### src/rtl/lfs_pkg.sv
package lfs_pkg;

  localparam int unsigned AdcW   = 10;
  localparam int unsigned BandW  = 9;
  localparam int unsigned DriveW = 8;
  localparam int unsigned CaseW  = 2;
  localparam int unsigned IdxW   = 3;
  localparam int unsigned DataW  = 10;

  localparam logic [AdcW-1:0]   DarkThresholdRst = 10'd512;
  localparam logic [BandW-1:0]  HystBandRst      = 9'd30;
  localparam logic [DriveW-1:0] SlowestBaseRst   = 8'd60;
  localparam logic [DriveW-1:0] FastestBaseRst   = 8'd255;
  localparam logic [DriveW-1:0] SteerGainRst     = 8'd2;
  localparam logic [DriveW-1:0] SearchDriveRst   = 8'd80;

  typedef enum logic [CaseW-1:0] {
    CASE_STOP   = 2'd0,
    CASE_SEARCH = 2'd1,
    CASE_STEER  = 2'd2
  } drive_case_e;

  typedef enum logic [IdxW-1:0] {
    REG_DARK_THRESHOLD  = 3'd0,
    REG_HYSTERESIS_BAND = 3'd1,
    REG_SLOWEST_BASE    = 3'd2,
    REG_FASTEST_BASE    = 3'd3,
    REG_STEER_GAIN      = 3'd4,
    REG_SEARCH_DRIVE    = 3'd5
  } cfg_reg_e;

endpackage

### src/rtl/lfs_in_if.sv
interface lfs_in_if;
  import lfs_pkg::*;

  logic              valid;
  logic              ready;
  logic [AdcW-1:0]   left_sensor;
  logic [AdcW-1:0]   right_sensor;
  logic [AdcW-1:0]   speed_knob;

  modport source (output valid, output left_sensor, output right_sensor,
                  output speed_knob, input ready);
  modport sink   (input valid, input left_sensor, input right_sensor,
                  input speed_knob, output ready);
endinterface

### src/rtl/lfs_out_if.sv
interface lfs_out_if;
  import lfs_pkg::*;

  logic              valid;
  logic              ready;
  logic [DriveW-1:0] left_drive;
  logic [DriveW-1:0] right_drive;
  logic [CaseW-1:0]  drive_case;

  modport source (output valid, output left_drive, output right_drive,
                  output drive_case, input ready);
  modport sink   (input valid, input left_drive, input right_drive,
                  input drive_case, output ready);
endinterface

### src/rtl/lfs_cfg_if.sv
interface lfs_cfg_if;
  import lfs_pkg::*;

  logic             valid;
  logic             ready;
  logic [IdxW-1:0]  index;
  logic [DataW-1:0] data;

  modport source (output valid, output index, output data, input ready);
  modport sink   (input valid, input index, input data, output ready);
endinterface

### src/rtl/line_follower_steering.sv
// Line follower steering: each item carries a left and right infrared reading and a speed
// knob reading, and yields one item with left and right motor drive and the drive case
// (stop, search or proportional steering). The block has an input register and a result
// register with all the arithmetic (both products, the division by 1023 and by 100, and
// saturation) done in one combinational pass between them. It takes one item every cycle
// when the output is not stalled; a result waits in the result register until it is taken.
// The on-line hysteresis flags advance as an item leaves the input register.
// Configuration writes are taken every cycle and must only be made while the block is empty.
module line_follower_steering (
  input  logic clk_i,
  input  logic rst_ni,
  lfs_in_if.sink    in_i,
  lfs_out_if.source out_o,
  lfs_cfg_if.sink   cfg_i
);
  import lfs_pkg::*;

  localparam int unsigned GpW      = AdcW + DriveW;
  localparam int unsigned RecipW   = 19;
  localparam int unsigned RecipSh  = 25;
  localparam int unsigned ProdW    = GpW + RecipW;
  localparam int unsigned QW       = 12;
  localparam logic [RecipW-1:0] Recip100 = 19'd335545;
  localparam logic [AdcW:0]     KnobFull = 11'd1023;

  logic [AdcW-1:0]   thr_q;
  logic [BandW-1:0]  band_q;
  logic [DriveW-1:0] slow_q, fast_q, gain_q, search_q;

  always_ff @(posedge clk_i or negedge rst_ni) begin
    if (!rst_ni) begin
      thr_q    <= DarkThresholdRst;
      band_q   <= HystBandRst;
      slow_q   <= SlowestBaseRst;
      fast_q   <= FastestBaseRst;
      gain_q   <= SteerGainRst;
      search_q <= SearchDriveRst;
    end else if (cfg_i.valid) begin
      case (cfg_i.index)
        REG_DARK_THRESHOLD:  thr_q    <= cfg_i.data[AdcW-1:0];
        REG_HYSTERESIS_BAND: band_q   <= cfg_i.data[BandW-1:0];
        REG_SLOWEST_BASE:    slow_q   <= cfg_i.data[DriveW-1:0];
        REG_FASTEST_BASE:    fast_q   <= cfg_i.data[DriveW-1:0];
        REG_STEER_GAIN:      gain_q   <= cfg_i.data[DriveW-1:0];
        REG_SEARCH_DRIVE:    search_q <= cfg_i.data[DriveW-1:0];
        default: ;
      endcase
    end
  end

  assign cfg_i.ready = 1'b1;

  logic v1_q, v2_q;
  logic en1, en2;

  assign en2 = !v2_q || out_o.ready;
  assign en1 = !v1_q || en2;
  assign in_i.ready = en1;

  logic [AdcW-1:0] left1_q, right1_q, knob1_q;
  logic            left_seen_q, right_seen_q;
  logic            left_seen_d, right_seen_d;

  function automatic logic seen_next(input logic [AdcW-1:0] rd, input logic was_on,
                                     input logic [AdcW-1:0] thr, input logic [BandW-1:0] band);
    logic [AdcW:0] rd_w, thr_w, band_w;
    rd_w   = {1'b0, rd};
    thr_w  = {1'b0, thr};
    band_w = {2'b00, band};
    if (was_on) begin
      return (rd_w + band_w) > thr_w;
    end
    return rd_w > (thr_w + band_w);
  endfunction

  assign left_seen_d  = seen_next(left1_q, left_seen_q, thr_q, band_q);
  assign right_seen_d = seen_next(right1_q, right_seen_q, thr_q, band_q);

  drive_case_e       case_d;
  logic [AdcW:0]     sdiff;
  logic              dneg_d;
  logic [AdcW-1:0]   absd;
  logic              spneg_d;
  logic [DriveW-1:0] abspan;
  logic [GpW-1:0]    gp_d, kp_d;

  always_comb begin
    if (left_seen_d && right_seen_d) begin
      case_d = CASE_STOP;
    end else if (!left_seen_d && !right_seen_d) begin
      case_d = CASE_SEARCH;
    end else begin
      case_d = CASE_STEER;
    end
    sdiff   = {1'b0, right1_q} - {1'b0, left1_q};
    dneg_d  = sdiff[AdcW];
    absd    = dneg_d ? AdcW'(-sdiff) : sdiff[AdcW-1:0];
    spneg_d = fast_q < slow_q;
    abspan  = spneg_d ? (slow_q - fast_q) : (fast_q - slow_q);
    gp_d    = GpW'(absd) * GpW'(gain_q);
    kp_d    = GpW'(knob1_q) * GpW'(abspan);
  end

  logic [DriveW-1:0] q0, kq;
  logic [AdcW:0]     rem;
  logic signed [AdcW-1:0] base;
  logic [ProdW-1:0]  prod100;
  logic [QW-1:0]     q100;
  logic signed [QW:0]   corr;
  logic signed [QW+1:0] lsum, rsum;
  drive_case_e       case3_d;
  logic [DriveW-1:0] ldrive_d, rdrive_d;

  function automatic logic [DriveW-1:0] sat8(input logic signed [QW+1:0] v);
    if (v < 0) begin
      return '0;
    end
    if (v > $signed((QW+2)'(255))) begin
      return '1;
    end
    return v[DriveW-1:0];
  endfunction

  always_comb begin
    q0   = kp_d[GpW-1:AdcW];
    rem  = {1'b0, kp_d[AdcW-1:0]} + (AdcW+1)'(q0);
    kq   = (rem >= KnobFull) ? q0 + 8'd1 : q0;
    base = spneg_d ? $signed({2'b00, slow_q}) - $signed({2'b00, kq})
                   : $signed({2'b00, slow_q}) + $signed({2'b00, kq});
    prod100 = ProdW'(gp_d) * ProdW'(Recip100);
    q100    = prod100[RecipSh+QW-1:RecipSh];
    corr    = dneg_d ? -$signed({1'b0, q100}) : $signed({1'b0, q100});
    lsum    = (QW+2)'(base) + (QW+2)'(corr);
    rsum    = (QW+2)'(base) - (QW+2)'(corr);
    case3_d = case_d;
    case (case_d)
      CASE_STOP: begin
        ldrive_d = '0;
        rdrive_d = '0;
      end
      CASE_SEARCH: begin
        ldrive_d = search_q;
        rdrive_d = search_q;
      end
      CASE_STEER: begin
        ldrive_d = sat8(lsum);
        rdrive_d = sat8(rsum);
      end
      default: begin
        ldrive_d = '0;
        rdrive_d = '0;
      end
    endcase
  end

  drive_case_e       case3_q;
  logic [DriveW-1:0] ldrive_q, rdrive_q;

  always_ff @(posedge clk_i or negedge rst_ni) begin
    if (!rst_ni) begin
      v1_q         <= 1'b0;
      v2_q         <= 1'b0;
      left_seen_q  <= 1'b0;
      right_seen_q <= 1'b0;
    end else begin
      if (en1) begin
        v1_q <= in_i.valid;
      end
      if (en2) begin
        v2_q <= v1_q;
        if (v1_q) begin
          left_seen_q  <= left_seen_d;
          right_seen_q <= right_seen_d;
        end
      end
    end
  end

  always_ff @(posedge clk_i) begin
    if (en1 && in_i.valid) begin
      left1_q  <= in_i.left_sensor;
      right1_q <= in_i.right_sensor;
      knob1_q  <= in_i.speed_knob;
    end
    if (en2 && v1_q) begin
      case3_q  <= case3_d;
      ldrive_q <= ldrive_d;
      rdrive_q <= rdrive_d;
    end
  end

  assign out_o.valid       = v2_q;
  assign out_o.left_drive  = ldrive_q;
  assign out_o.right_drive = rdrive_q;
  assign out_o.drive_case  = case3_q;

  a_stop_zero: assert property (@(posedge clk_i) disable iff (!rst_ni)
    out_o.valid && (case3_q == CASE_STOP) |-> (ldrive_q == '0) && (rdrive_q == '0))
    else $error("stop item carries nonzero drive");

  a_search_equal: assert property (@(posedge clk_i) disable iff (!rst_ni)
    out_o.valid && (case3_q == CASE_SEARCH) |-> (ldrive_q == rdrive_q))
    else $error("search item drives differ");

  a_empty_accepts: assert property (@(posedge clk_i) disable iff (!rst_ni)
    !v1_q |-> in_i.ready)
    else $error("empty input stage refuses an item");

  a_stage_moves: assert property (@(posedge clk_i) disable iff (!rst_ni)
    en2 && v1_q |=> v2_q)
    else $error("item lost between input and result stage");

endmodule
### src/flat_wrapper.sv
// flat-port wrapper written by rule: the top's interface ports become plain ports
module line_follower_steering_flat import lfs_pkg::*;
  (clk_i, rst_ni, in_i_valid, in_i_left_sensor, in_i_right_sensor, in_i_speed_knob, in_i_ready, out_o_valid, out_o_left_drive, out_o_right_drive, out_o_drive_case, out_o_ready, cfg_i_valid, cfg_i_index, cfg_i_data, cfg_i_ready);
  lfs_in_if in_i_i ();
  lfs_out_if out_o_i ();
  lfs_cfg_if cfg_i_i ();
  input  logic clk_i;
  input  logic rst_ni;
  input wire logic [$bits(in_i_i.valid)-1:0] in_i_valid;
  input wire logic [$bits(in_i_i.left_sensor)-1:0] in_i_left_sensor;
  input wire logic [$bits(in_i_i.right_sensor)-1:0] in_i_right_sensor;
  input wire logic [$bits(in_i_i.speed_knob)-1:0] in_i_speed_knob;
  output wire logic [$bits(in_i_i.ready)-1:0] in_i_ready;
  output wire logic [$bits(out_o_i.valid)-1:0] out_o_valid;
  output wire logic [$bits(out_o_i.left_drive)-1:0] out_o_left_drive;
  output wire logic [$bits(out_o_i.right_drive)-1:0] out_o_right_drive;
  output wire logic [$bits(out_o_i.drive_case)-1:0] out_o_drive_case;
  input wire logic [$bits(out_o_i.ready)-1:0] out_o_ready;
  input wire logic [$bits(cfg_i_i.valid)-1:0] cfg_i_valid;
  input wire logic [$bits(cfg_i_i.index)-1:0] cfg_i_index;
  input wire logic [$bits(cfg_i_i.data)-1:0] cfg_i_data;
  output wire logic [$bits(cfg_i_i.ready)-1:0] cfg_i_ready;
  assign in_i_i.valid = in_i_valid;
  assign in_i_i.left_sensor = in_i_left_sensor;
  assign in_i_i.right_sensor = in_i_right_sensor;
  assign in_i_i.speed_knob = in_i_speed_knob;
  assign in_i_ready = in_i_i.ready;
  assign out_o_valid = out_o_i.valid;
  assign out_o_left_drive = out_o_i.left_drive;
  assign out_o_right_drive = out_o_i.right_drive;
  assign out_o_drive_case = out_o_i.drive_case;
  assign out_o_i.ready = out_o_ready;
  assign cfg_i_i.valid = cfg_i_valid;
  assign cfg_i_i.index = cfg_i_index;
  assign cfg_i_i.data = cfg_i_data;
  assign cfg_i_ready = cfg_i_i.ready;
  line_follower_steering u_core (.clk_i(clk_i), .rst_ni(rst_ni), .in_i(in_i_i), .out_o(out_o_i), .cfg_i(cfg_i_i));
endmodule
### config.mk
export PLATFORM = sky130hd
export DESIGN_NAME = line_follower_steering_flat
export DESIGN_NICKNAME = d
export VERILOG_FILES = /design/src/rtl/lfs_pkg.sv /design/src/rtl/lfs_in_if.sv /design/src/rtl/lfs_out_if.sv /design/src/rtl/lfs_cfg_if.sv /design/src/rtl/line_follower_steering.sv /design/src/flat_wrapper.sv
export SDC_FILE = /design/constraint.sdc
export NUM_CORES = 1
export LEC_CHECK = 0
export BUFFER_PORTS_ARGS = -buffer_cell sky130_fd_sc_hd__buf_2
export CORE_ASPECT_RATIO = 1.4
export CORE_MARGIN = 1.5
export CORE_UTILIZATION = 48
export CTS_CLUSTER_DIAMETER = 200
export DETAILED_ROUTE_END_ITERATION = 8
export GPL_TIMING_DRIVEN = 1
export SLEW_MARGIN = 10
export SYNTH_ARGS = -nofsm -noshare
export SYNTH_HDL_FRONTEND = slang
export SYNTH_SLANG_ARGS = --single-unit
### constraint.sdc
create_clock -name clk_i -period 34.9 [get_ports clk_i]
set_input_delay 1.745 -clock clk_i [delete_from_list [all_inputs] [get_ports clk_i]]
set_output_delay 1.745 -clock clk_i [all_outputs]
set_load 0.02 [all_outputs]
==> reports/metrics.cfg <==
[timing]
drv_slew=0
worst_pin_slew_ns=1.11
setup_viol=0
max_slew_margin_pct=25.4
max_freq_mhz=61.8
skew_ns=0.0115
fin_setup_tns_ns=0
setup_ws_ns=18.72
min_period_over_period_pct=46.4
post-route-min-period_ns=16.18
rsz0062_at_grt=no
hold_viol=0

[cells_and_area]
syn_to_final_growth_pct=5.97
finalInstanceArea_sq_mm=0.0218
fin_cells=2814
drive_gt1_share_pct=7.94
fin_nets=2909
n_antenna_cell=0

[yosys]
synth_seq_area_share_pct=13.8
synth.avg_cell_area_sq_um=9.29
synth_top_area_share_pct=22.9
ys.flop_type=edfxtp_1
synth_commonest_cells=inv_1, ha_1, fa_1, nand2_1, a21oi_1
synthTopCellsByArea=ha_1, fa_1, inv_1, edfxtp_1, dfrtp_1
ys_ff_latch=103
synthCells=2213
yosysMostFrequentCell=inv_1
ys_types=83
syn_area_sq_mm=0.0205
synth_edf_count=48
ys_warn_count=0
synth_fp_nets=2859
async_flop_share_pct=53.4
synth_top_area_cell=ha_1

[floorplan]
start_util_pct=48.7
die_w_um=178
core_area_sq_mm=0.0422
die_y_um=248
dieArea_sq_mm=0.0441
io_pins=69
fp-row-count=89

[run_status]
status=finished clean

[clocking]
cts_made_buffers=9
path_clk_slew_ns=0.09
cts_tree=done
h-tree-depth=3
clockRootBuffer=clkbuf_16
ctsResizeCount=0
cts_buffer_depth=2
clock_sinks=103
insertion_delay_ns=0.38
cts_hold_buf=0
cts_setup_buffers=0

[placement]
placed_area_sq_mm=0.0215
pre_cts_ws_ns=18.86
dp_cells=2798
numPortBuffers=67
gp_congestion=0.902
hpwl_um=43800

[worst_setup_path]
critical_path_arrival_ns=16.26
crit_path_end_kind=flip-flop
crit_required_ns=34.99
crit_path_frequent_cell=fa_1
slowest_delay_ns=0.66
critPathSlowestCell=nand2_1
critPathKind=reg2reg
cp_max_fo=21
start_kind=flip-flop

[detailed_routing]
viasPerCell=5.41
drc=0
via_count=15200
first_iter_violations=546
wire_per_inst_um=17.7
firstDrtPassIters=5
finalWirelength_um=49900
ant_nets=0

[global_route]
antenna_found_initial=0
busiest_layer=met2
grt_pass1_vias=16000
grt.total_usage_pct=23.4
met3_usage_pct=2.01
grt_max_degree=56
grt_overflow=0
gr-usage-met1_pct=26.2
grt_pass1_wl_um=80200
met2_usage_pct=45.1

[run]
cap_violations=0

[min_path]
hold_class=reg2reg

## path summary, 6_finish.rpt
| kind | depth (start not counted) | from | slack (ns) | endpoint |
|---|---|---|---|---|
| min | 1 | u_core.v1_q$_DFFE_PN0N_ | 0.50 | u_core.out_o.valid$_DFFE_PN0P_ |
| min reg2reg | 1 | u_core.v1_q$_DFFE_PN0N_ | 0.50 | u_core.out_o.valid$_DFFE_PN0P_ |
| max | 58 | u_core.left1_q[0]$_DFFE_PP_ | 18.72 | u_core.out_o.right_drive[6]$_DFFE_PP_ |
| max in group asynchronous | 2 | rst_ni | 32.87 | u_core.search_q[0]$_DFFE_PN0P_ |
| min in group asynchronous | 2 | rst_ni | 1.48 | u_core.gain_q[3]$_DFFE_PN0P_ |
| max reg2reg | 58 | u_core.left1_q[0]$_DFFE_PP_ | 18.72 | u_core.out_o.right_drive[6]$_DFFE_PP_ |
## state kept, by name, summed over array words and instances, names as in the netlist
signal / cells
u_core.knob1_q: 10
u_core.left1_q: 10
u_core.right1_q: 10
u_core.thr_q: 10
u_core.band_q: 9
u_core.fast_q: 8
u_core.gain_q: 8
u_core.out_o.left_drive: 8
u_core.out_o.right_drive: 8
u_core.search_q: 8
u_core.slow_q: 8
u_core.out_o.drive_case: 2
u_core.left_seen_q: 1
u_core.out_o.valid: 1
u_core.right_seen_q: 1
u_core.v1_q: 1
## worst max-delay path, delay by kind of cell (launching register included)
family | cells | cell delay [ns]
DFF | 1 | 0.43
adders and majority gates | 15 | 6.51
AOI/OAI and AO/OA | 18 | 4.13
and+or+nand+nor | 15 | 3.23
buffers and inverters | 6 | 0.29
muxes | 2 | 0.55
xor gates and xnor gates | 2 | 0.72
## logic make-up after synthesis
group	count (synthesis)	synth area share [%]
other cells	1	0.0182
compound gates	406	13.3
flops	103	13.8
xor+xnor	133	5.67
mux	45	2.41
simple gates	456	11.6
buf+inv	471	8.65
fa+ha+maj	598	44.5
## routing by layer
metal	wire (um)	up-vias
met1	20000	7488
met2	27000	225
met5	0	-
met4	1880	0
met3	1060	76
li1	-	7432
## layout make-up
cell class,instances,area [sq um]
Fill cell,3993,20400
Multi-Input combinational cell,1639,15900
Sequential cell,103,2840
Inverter,438,1640
Tap cell,546,683
Timing Repair Buffer,72,373
Clock buffer,10,229
Clock inverter,6,65.1
## layout by cell type (no fill, tap or decap), types with 18 or more instances in the layout
cell	synthesis	layout
inv_1	438	438
ha_1	376	376
fa_1	222	222
nand2_1	121	121
a21oi_1	113	113
xnor2_1	93	93
o21ai_0	68	68
and2_1	67	67
buf_2	3	67
nor2_1	62	62
nor2b_1	56	56
edfxtp_1	48	48
xor2_1	40	40
mux2_2	36	36
dfrtp_1	35	35
nand2b_1	33	33
o21a_1	32	32
o21bai_1	31	31
a21o_1	31	31
nor3_1	27	26
nand3_1	22	22
a21boi_0	20	20
dfstp_2	20	20
a211oi_1	18	18
## metrics by stage
stage          hold slack, ns  utilization, %
5_1_grt                 0.553            51.6
3_3_place_gp            0.495            50.9
2_1_floorplan           0.457               -
4_1_cts                 0.505            51.6
3_5_place_dp            0.491            50.9
6_report                0.501            51.6
Power is not shown: default switching activity piles up to over one toggle a cycle in this logic, so the estimate is an artifact.
